## config.mk

```make
export PLATFORM = sky130hd
export DESIGN_NAME = polyline_length_and_centroid_top
export DESIGN_NICKNAME = d
export VERILOG_FILES = /design/src/rtl/plc_pkg.sv /design/src/rtl/plc_front.sv /design/src/rtl/plc_queue.sv /design/src/rtl/plc_back.sv /design/src/rtl/polyline_length_and_centroid_top.sv
export SDC_FILE = /design/constraint.sdc
export NUM_CORES = 2
export LEC_CHECK = 0
export BUFFER_PORTS_ARGS = -buffer_cell sky130_fd_sc_hd__buf_2
export CORE_ASPECT_RATIO = 1.2
export CORE_MARGIN = 4
export CORE_UTILIZATION = 50
export CTS_CLUSTER_DIAMETER = 60
export CTS_CLUSTER_SIZE = 20
export DETAILED_ROUTE_END_ITERATION = 10
export MAX_ROUTING_LAYER = met4
export PLACE_DENSITY = 0.62
export SLEW_MARGIN = 0
export SYNTH_ARGS = -nofsm -noshare
export SYNTH_HDL_FRONTEND = slang
export SYNTH_SLANG_ARGS = --single-unit
```

## constraint.sdc

```tcl
create_clock -name aclk -period 12.1 [get_ports aclk]
set_input_delay 0.605 -clock aclk [delete_from_list [all_inputs] [get_ports aclk]]
set_output_delay 0.605 -clock aclk [all_outputs]
set_load 0.03 [all_outputs]
```

## src/rtl/plc_pkg.sv

```systemverilog
// Package for the polyline length and centroid block.
// Holds the word types, widths and state codes; no dependencies.
`timescale 1ns / 1ps
package plc_pkg;
    localparam int COORD_W = 24;
    localparam int SUM_W   = 40;
    localparam int LEN_W   = 48;
    localparam int CNT_W   = 17;
    localparam int DIFF_W  = COORD_W + 1;
    localparam int RAD_W   = 2 * DIFF_W + 1;   // 51-bit radicand
    localparam int ROOT_W  = (RAD_W + 1) / 2;  // 26-bit root
    localparam int RSTEPS  = ROOT_W;
    localparam logic [CNT_W-1:0] MAX_POINTS = CNT_W'(65536);
    localparam logic [LEN_W-1:0] LEN_MAX = '1;

    typedef struct packed {
        logic signed [COORD_W-1:0] point_x;
        logic signed [COORD_W-1:0] point_y;
        logic                      last_point;
    } in_word_t;

    typedef struct packed {
        logic signed [COORD_W-1:0] centroid_x;
        logic signed [COORD_W-1:0] centroid_y;
        logic [LEN_W-1:0]          path_length;
        logic [CNT_W-1:0]          point_count;
        logic                      overflow;
    } out_word_t;

    // Classified work handed from the front part to the back part.
    typedef struct packed {
        logic                      accept;   // point is taken into the set
        logic                      seg;      // a segment length is due
        logic                      last;     // emit the result afterwards
        logic [RAD_W-1:0]          radicand; // dx^2 + dy^2
    } job_t;

    typedef enum logic [2:0] {
        ST_IDLE, ST_ROOT, ST_DIV, ST_OUT
    } back_state_t;
endpackage

```

## src/rtl/plc_front.sv

```systemverilog
// Front part: accepts points, forms dx^2+dy^2 and pushes a job.
// Depends on plc_pkg.
`timescale 1ns / 1ps
module plc_front
    import plc_pkg::*;
(
    input  logic     aclk,
    input  logic     aresetn,
    input  logic     s_valid,
    output logic     s_ready,
    input  in_word_t s_data,
    output logic     job_valid,
    input  logic     job_ready,
    output job_t     job_data,
    output logic signed [COORD_W-1:0] pt_x,
    output logic signed [COORD_W-1:0] pt_y
);
    // Stage 1 registers: differences. The squares are then summed combinationally.
    logic                     s1_valid_reg, s1_acc_reg, s1_seg_reg, s1_last_reg;
    logic [DIFF_W-1:0]        s1_mx_reg, s1_my_reg;
    logic signed [COORD_W-1:0] s1_x_reg, s1_y_reg;
    logic [CNT_W-1:0]         cnt_reg;
    logic signed [COORD_W-1:0] prev_x_reg, prev_y_reg;
    logic signed [DIFF_W-1:0] dx, dy;
    logic                     take, acc;
    logic [2*DIFF_W-1:0]      sq_x, sq_y;

    // One point in flight at a time through the front.
    assign s_ready = !s1_valid_reg;
    assign take    = s_valid && s_ready;
    assign acc     = cnt_reg != MAX_POINTS;
    assign dx = DIFF_W'(s_data.point_x) - DIFF_W'(prev_x_reg);
    assign dy = DIFF_W'(s_data.point_y) - DIFF_W'(prev_y_reg);

    // Point counter and previous point, kept for the segment difference.
    always_ff @(posedge aclk) begin
        if (!aresetn) begin
            cnt_reg      <= '0;
            s1_valid_reg <= 1'b0;
            prev_x_reg   <= '0;
            prev_y_reg   <= '0;
        end else begin
            if (take) begin
                s1_valid_reg <= 1'b1;
                if (s_data.last_point) cnt_reg <= '0;
                else if (acc) cnt_reg <= cnt_reg + 1'b1;
                if (acc) begin
                    prev_x_reg <= s_data.point_x;
                    prev_y_reg <= s_data.point_y;
                end
            end else if (job_ready) begin
                s1_valid_reg <= 1'b0;
            end
        end
    end

    // Payload of the difference stage.
    always_ff @(posedge aclk) begin
        if (take) begin
            s1_acc_reg  <= acc;
            s1_seg_reg  <= acc && (cnt_reg != '0);
            s1_last_reg <= s_data.last_point;
            s1_mx_reg   <= dx[DIFF_W-1] ? DIFF_W'(-dx) : DIFF_W'(dx);
            s1_my_reg   <= dy[DIFF_W-1] ? DIFF_W'(-dy) : DIFF_W'(dy);
            s1_x_reg    <= s_data.point_x;
            s1_y_reg    <= s_data.point_y;
        end
    end

    // Squares are 25x25 multiplies; result goes straight into the queue.
    assign sq_x = s1_mx_reg * s1_mx_reg;
    assign sq_y = s1_my_reg * s1_my_reg;
    assign job_valid         = s1_valid_reg;
    assign job_data.accept   = s1_acc_reg;
    assign job_data.seg      = s1_seg_reg;
    assign job_data.last     = s1_last_reg;
    assign job_data.radicand = {1'b0, sq_x} + {1'b0, sq_y};
    assign pt_x = s1_x_reg;
    assign pt_y = s1_y_reg;
endmodule

```

## src/rtl/plc_queue.sv

```systemverilog
// Two-entry job queue between front and back parts.
// Depends on plc_pkg.
`timescale 1ns / 1ps
module plc_queue
    import plc_pkg::*;
(
    input  logic aclk,
    input  logic aresetn,
    input  logic in_valid,
    output logic in_ready,
    input  job_t in_job,
    input  logic signed [COORD_W-1:0] in_x,
    input  logic signed [COORD_W-1:0] in_y,
    output logic out_valid,
    input  logic out_ready,
    output job_t out_job,
    output logic signed [COORD_W-1:0] out_x,
    output logic signed [COORD_W-1:0] out_y
);
    localparam int EW = $bits(job_t) + 2 * COORD_W;
    logic [EW-1:0] mem_reg [2];
    logic          wp_reg, rp_reg;
    logic [1:0]    cnt_reg;
    logic          push, pop;

    assign in_ready  = cnt_reg != 2'd2;
    assign out_valid = cnt_reg != 2'd0;
    assign push = in_valid && in_ready;
    assign pop  = out_valid && out_ready;
    assign {out_job, out_x, out_y} = mem_reg[rp_reg];

    // Pointers and fill level.
    always_ff @(posedge aclk) begin
        if (!aresetn) begin
            wp_reg  <= 1'b0;
            rp_reg  <= 1'b0;
            cnt_reg <= '0;
        end else begin
            if (push) wp_reg <= !wp_reg;
            if (pop)  rp_reg <= !rp_reg;
            cnt_reg <= cnt_reg + {1'b0, push} - {1'b0, pop};
        end
    end

    // Entry storage.
    always_ff @(posedge aclk) begin
        if (push) mem_reg[wp_reg] <= {in_job, in_x, in_y};
    end
endmodule

```

## src/rtl/plc_back.sv

```systemverilog
// Back part: iterative square root, accumulation and serial division.
// Depends on plc_pkg.
`timescale 1ns / 1ps
module plc_back
    import plc_pkg::*;
(
    input  logic      aclk,
    input  logic      aresetn,
    input  logic      job_valid,
    output logic      job_ready,
    input  job_t      job_data,
    input  logic signed [COORD_W-1:0] pt_x,
    input  logic signed [COORD_W-1:0] pt_y,
    output logic      m_valid,
    input  logic      m_ready,
    output out_word_t m_data
);
    localparam int DQ_W = SUM_W;
    localparam int SC_W = $clog2(DQ_W + 1);

    back_state_t state_reg, state_next;
    logic signed [SUM_W-1:0] sum_x_reg, sum_y_reg;
    logic [LEN_W-1:0]  len_reg;
    logic [CNT_W-1:0]  cnt_reg;
    logic              drop_reg, last_reg;
    logic [RAD_W+1:0]  rad_reg;
    logic [ROOT_W+1:0] rem_reg;
    logic [ROOT_W-1:0] root_reg;
    logic [SC_W-1:0]   step_reg;
    // Serial dividers for both axes, one quotient bit a cycle.
    logic [DQ_W-1:0]   qx_reg, qy_reg;
    logic [CNT_W:0]    rx_reg, ry_reg;
    logic              nx_reg, ny_reg;
    logic              out_valid_reg;
    out_word_t         out_reg;

    logic [ROOT_W+1:0] rem_sh, trial;
    logic [CNT_W:0]    rx_sh, ry_sh;
    logic [LEN_W:0]    len_sum;
    logic [SUM_W-1:0]  ax, ay;
    logic              out_fire;

    assign rem_sh = {rem_reg[ROOT_W-1:0], rad_reg[RAD_W+1:RAD_W]};
    assign trial  = {root_reg, 2'b01};
    assign rx_sh  = {rx_reg[CNT_W-1:0], qx_reg[DQ_W-1]};
    assign ry_sh  = {ry_reg[CNT_W-1:0], qy_reg[DQ_W-1]};
    // Length plus the finished root, including its last bit.
    assign len_sum = {1'b0, len_reg}
                   + (LEN_W + 1)'({root_reg[ROOT_W-2:0], (rem_sh >= trial)});
    assign ax = sum_x_reg[SUM_W-1] ? SUM_W'(-sum_x_reg) : SUM_W'(sum_x_reg);
    assign ay = sum_y_reg[SUM_W-1] ? SUM_W'(-sum_y_reg) : SUM_W'(sum_y_reg);
    assign out_fire = (state_reg == ST_OUT) && (!out_valid_reg || m_ready);

    assign job_ready = state_reg == ST_IDLE;
    assign m_valid   = out_valid_reg;
    assign m_data    = out_reg;

    // Next state.
    always_comb begin
        state_next = state_reg;
        case (state_reg)
            ST_IDLE: if (job_valid) state_next = job_data.seg ? ST_ROOT
                                             : (job_data.last ? ST_DIV : ST_IDLE);
            ST_ROOT: if (step_reg == SC_W'(RSTEPS - 1))
                         state_next = last_reg ? ST_DIV : ST_IDLE;
            ST_DIV:  if (step_reg == SC_W'(DQ_W)) state_next = ST_OUT;
            ST_OUT:  if (out_fire) state_next = ST_IDLE;
            default: state_next = ST_IDLE;
        endcase
    end

    always_ff @(posedge aclk) begin
        if (!aresetn) state_reg <= ST_IDLE;
        else          state_reg <= state_next;
    end

    // Running state, root iterations and division.
    always_ff @(posedge aclk) begin
        if (!aresetn) begin
            sum_x_reg <= '0; sum_y_reg <= '0; len_reg <= '0;
            cnt_reg <= '0; drop_reg <= 1'b0; out_valid_reg <= 1'b0;
            last_reg <= 1'b0; step_reg <= '0;
        end else begin
            if (out_fire) out_valid_reg <= 1'b1;
            else if (out_valid_reg && m_ready) out_valid_reg <= 1'b0;
            case (state_reg)
                ST_IDLE: if (job_valid) begin
                    last_reg <= job_data.last;
                    step_reg <= '0;
                    if (job_data.accept) begin
                        sum_x_reg <= sum_x_reg + SUM_W'(pt_x);
                        sum_y_reg <= sum_y_reg + SUM_W'(pt_y);
                        cnt_reg   <= cnt_reg + 1'b1;
                    end else begin
                        drop_reg <= 1'b1;
                    end
                    rad_reg  <= {1'b0, job_data.radicand, 1'b0};
                    rem_reg  <= '0;
                    root_reg <= '0;
                end
                ST_ROOT: begin
                    rad_reg <= rad_reg << 2;
                    if (rem_sh >= trial) begin
                        rem_reg  <= rem_sh - trial;
                        root_reg <= {root_reg[ROOT_W-2:0], 1'b1};
                    end else begin
                        rem_reg  <= rem_sh;
                        root_reg <= {root_reg[ROOT_W-2:0], 1'b0};
                    end
                    if (step_reg == SC_W'(RSTEPS - 1)) step_reg <= '0;
                    else step_reg <= step_reg + 1'b1;
                end
                ST_DIV: begin
                    step_reg <= step_reg + 1'b1;
                    if (step_reg == '0) begin
                        qx_reg <= ax; qy_reg <= ay;
                        nx_reg <= sum_x_reg[SUM_W-1];
                        ny_reg <= sum_y_reg[SUM_W-1];
                        rx_reg <= '0; ry_reg <= '0;
                    end else begin
                        if (rx_sh >= {1'b0, cnt_reg}) begin
                            rx_reg <= rx_sh - {1'b0, cnt_reg};
                            qx_reg <= {qx_reg[DQ_W-2:0], 1'b1};
                        end else begin
                            rx_reg <= rx_sh;
                            qx_reg <= {qx_reg[DQ_W-2:0], 1'b0};
                        end
                        if (ry_sh >= {1'b0, cnt_reg}) begin
                            ry_reg <= ry_sh - {1'b0, cnt_reg};
                            qy_reg <= {qy_reg[DQ_W-2:0], 1'b1};
                        end else begin
                            ry_reg <= ry_sh;
                            qy_reg <= {qy_reg[DQ_W-2:0], 1'b0};
                        end
                    end
                end
                ST_OUT: if (out_fire) begin
                    out_reg.centroid_x  <= nx_reg ? COORD_W'(-qx_reg) : COORD_W'(qx_reg);
                    out_reg.centroid_y  <= ny_reg ? COORD_W'(-qy_reg) : COORD_W'(qy_reg);
                    out_reg.path_length <= len_reg;
                    out_reg.point_count <= cnt_reg;
                    out_reg.overflow    <= drop_reg;
                    sum_x_reg <= '0; sum_y_reg <= '0; len_reg <= '0;
                    cnt_reg <= '0; drop_reg <= 1'b0;
                end
                default: ;
            endcase
            // Segment length is added once the last root bit is in.
            if (state_reg == ST_ROOT && step_reg == SC_W'(RSTEPS - 1)) begin
                if (len_sum > (LEN_W + 1)'(LEN_MAX)) begin
                    len_reg  <= LEN_MAX;
                    drop_reg <= 1'b1;
                end else begin
                    len_reg <= len_sum[LEN_W-1:0];
                end
            end
        end
    end
endmodule

```

## src/rtl/polyline_length_and_centroid_top.sv

```systemverilog
// Polyline length and centroid: top level joining front, queue and back.
// Path: front register, job queue, back part; each segment runs the serial
// root, and a last point adds the serial division and a registered output.
// The back part takes a new job only when idle; the queue buffers up to two.
// Reset: synchronous active-low aresetn clears the running sums, counts, overflow flag and valid bits.
`timescale 1ns / 1ps
module polyline_length_and_centroid_top
    import plc_pkg::*;
(
    input  logic      aclk,
    input  logic      aresetn,
    input  logic      s_valid,
    output logic      s_ready,
    input  in_word_t  s_data,
    output logic      m_valid,
    input  logic      m_ready,
    output out_word_t m_data
);
    logic fj_valid, fj_ready, qj_valid, qj_ready;
    job_t fj_data, qj_data;
    logic signed [COORD_W-1:0] fx, fy, qx, qy;

    // Front part.
    plc_front u_front (
        .aclk, .aresetn, .s_valid, .s_ready, .s_data,
        .job_valid(fj_valid), .job_ready(fj_ready), .job_data(fj_data),
        .pt_x(fx), .pt_y(fy)
    );

    // Decoupling queue.
    plc_queue u_queue (
        .aclk, .aresetn,
        .in_valid(fj_valid), .in_ready(fj_ready), .in_job(fj_data),
        .in_x(fx), .in_y(fy),
        .out_valid(qj_valid), .out_ready(qj_ready), .out_job(qj_data),
        .out_x(qx), .out_y(qy)
    );

    // Back part.
    plc_back u_back (
        .aclk, .aresetn,
        .job_valid(qj_valid), .job_ready(qj_ready), .job_data(qj_data),
        .pt_x(qx), .pt_y(qy), .m_valid, .m_ready, .m_data
    );
endmodule

```

==> flow_summary.yaml <==
global_route:
  grt_first_pass_wirelength_um: 318000
  antenna_found_initial: 7
  grt_max_degree: 108
  grt_use_total_pct: 24.4
  grt_pass1_vias: 58600
  grt_overflow: 0
finish:
  syn2layout_area_growth_pct: 7.32
  fin_nets: 9790
  regArea_um2: 23700
  multi_input_area_um2: 50600
  largest_reg_flops: 204
  drive_above_1_share_pct: 6.02
  fill_cells: 14400
clock_network:
  htreeDepth: 3
  root_buffer: "clkbuf_16"
  clkSinkCount: 866
  clk_latency_ps: 720
  cts_buffers: 76
  cts_setup_buffers: 0
  cts_tree: "done"
  cts_hold_buf: 0
  clk_pin_slew_ps: 80
  cts_buffer_depth: 3
  cts.repair.resized: 0
placement:
  dpl.hpwl_um: 155000
  place_congestion: 0.906
  numPortBuffers: 168
setup_path:
  cp_max_fo: 27
  cpMostUsedCell: "fa_1"
  arrival_ps: 10700
  crit_path_end_kind: "register"
  cp.required_ps: 12520
  cp_slowest_cell: "edfxtp_1"
  max_stage_delay_ps: 1080
  timing_worst_setup_path_type: "register to register"
  critPathLaunchType: "register"
synth:
  syn_nets: 9744
  syn_inst: 8044
  yosysMostFrequentCell: "inv_1"
  synth_top_area_share_pct: 25.8
  synth-main-ff-cell: "edfxtp_1"
  yosys-top-cells-count: "inv_1, fa_1, nand2_1"
  seq_area_frac_synth_pct: 29.3
  yosys_warnings: 0
  syn-cell-area_um2: 80900
  synth.ff_latch_count: 866
  synthTopCellsByArea: "fa_1, edfxtp_1, ha_1"
  async_flop_share_pct: 0
  post-synth-top-area-cell: "fa_1"
  synth_area_per_cell_um2: 10.1
  synth-edff-count: 639
  yosysUniqueCellTypes: 82
die:
  die_w_um: 375
  dieArea_um2: 168000
  io_pins: 169
  fp-row-count: 161
  die_y_um: 449
  coreArea_um2: 161000
  initial_core_util_pct: 50.3
sta:
  fin_worst_skew_ps: 62.8
  layout_min_cycle_time_ps: 10280
  hold_viol_final: 0
  slew_headroom_pct: 13.0
  slew_violations: 0
  fmax_ghz: 0.0973
  setup_violations: 0
  tns_ps: 0
  tightest_slew_ps: 1300
  rsz0062_at_grt: "false"
  fin_crit_sh_pct: 84.9
routing:
  wl_met3_um: 7990
  m1WireLength_um: 81100
  drt-initial-drc-count: 3294
  ant_nets: 0
  wl_per_cell_um: 19.0
  wl_um: 196000
  via_per_inst: 5.38
  drt_pre_antenna_iters: 8
  dr_total_vias: 55300
  dr_wl_met2_um: 97400
  drc_errors: 0
  highest_layer: "met4"
flow_run:
  drv_cap: 0
status:
  status: "finished clean"
hold_path:
  min_path_type: "input port to register"
-- logic make-up after synthesis --
family                   count (synthesis)  synth area share (%)
AO/OA/AOI/OAI                         1186                  9.09
XOR/XNOR                               422                  4.57
adder cells (fa/ha/maj)               1647                  35.1
buffers and inverters                 1778                  8.27
flip-flops                             866                  29.3
multiplexers                           156                  2.02
AND/OR/NAND/NOR                       1989                  11.6
-- metrics by stage --
step / hold slack, ps / area [um^2] / setup slack, ps / util, % / std cells
after CTS: 62.4 / 86800 / 1720 / 54.0 / 10300
final: 124 / 86900 / 1820 / 54.0 / 10300
after detailed placement: 419 / 84100 / 1750 / 52.3 / 10100
after global routing: 101 / 86800 / 1240 / 54.0 / 10300
after global placement: 413 / 84100 / 1830 / 52.3 / 10100
after floorplan: 408 / 80900 / 3480 / - / 8044
-- layout by cell type, fill, tap and decap left out, types with 56 or more instances in the layout --
| cell | Yosys | layout |
|---|---|---|
| and2_1 | 311 | 308 |
| clkbuf_16 | 0 | 77 |
| nor3_1 | 78 | 78 |
| a21oi_1 | 337 | 336 |
| a31oi_1 | 70 | 69 |
| mux2_2 | 56 | 56 |
| o21ai_0 | 325 | 325 |
| xnor2_1 | 240 | 240 |
| nor2b_1 | 78 | 76 |
| fa_1 | 1042 | 1042 |
| nor2_1 | 375 | 372 |
| buf_2 | 5 | 168 |
| nand3_1 | 91 | 91 |
| dfxtp_1 | 227 | 226 |
| nand2_1 | 799 | 797 |
| buf_4 | 2 | 73 |
| a21o_1 | 116 | 116 |
| ha_1 | 605 | 604 |
| mux2i_1 | 100 | 99 |
| inv_1 | 1505 | 1504 |
| edfxtp_1 | 639 | 639 |
| xor2_1 | 182 | 182 |
-- worst paths after layout --
path                             start                      to  slack, ps  cells after the start
hold reg to reg     u_back.cnt_reg[16]       u_back.m_data[17]        440                      0
setup reg to reg  u_front.s1_mx_reg[2]  u_queue.mem_reg[1][92]       1820                     30
setup / recovery  u_front.s1_mx_reg[2]  u_queue.mem_reg[1][92]       1820                     30
hold / removal              s_data[19]        u_front.pt_y[18]        120                      1
-- critical path, delay by kind of cell (launching register included) --
kind	cells	cell delay, ps
AO/OA/AOI/OAI	6	1910
XOR/XNOR	1	110
adder cells (fa/ha/maj)	10	4880
buffers and inverters	8	410
flip-flops	1	1080
AND/OR/NAND/NOR	5	1570
-- final cells by class --
cell class                      count  share of cell area [%]
Antenna cell                        7                  0.0202
Inverter                         1505                    6.51
Sequential cell                   866                    27.3
Clock buffer                       84                    2.26
Multi-Input combinational cell   5400                    58.3
Timing Repair Buffer              241                    1.60
Tap cell                         2119                    3.05
Clock inverter                     58                   0.932
-- metal layers --
metal	up-vias	track usage, %
li1	26200	-
met1	27600	29.9
met2	1172	41.5
met3	341	2.62
met4	0	9.79
met5	-	-
Power is not shown: default switching activity piles up to over one toggle a cycle in this logic, so the estimate is an artifact.
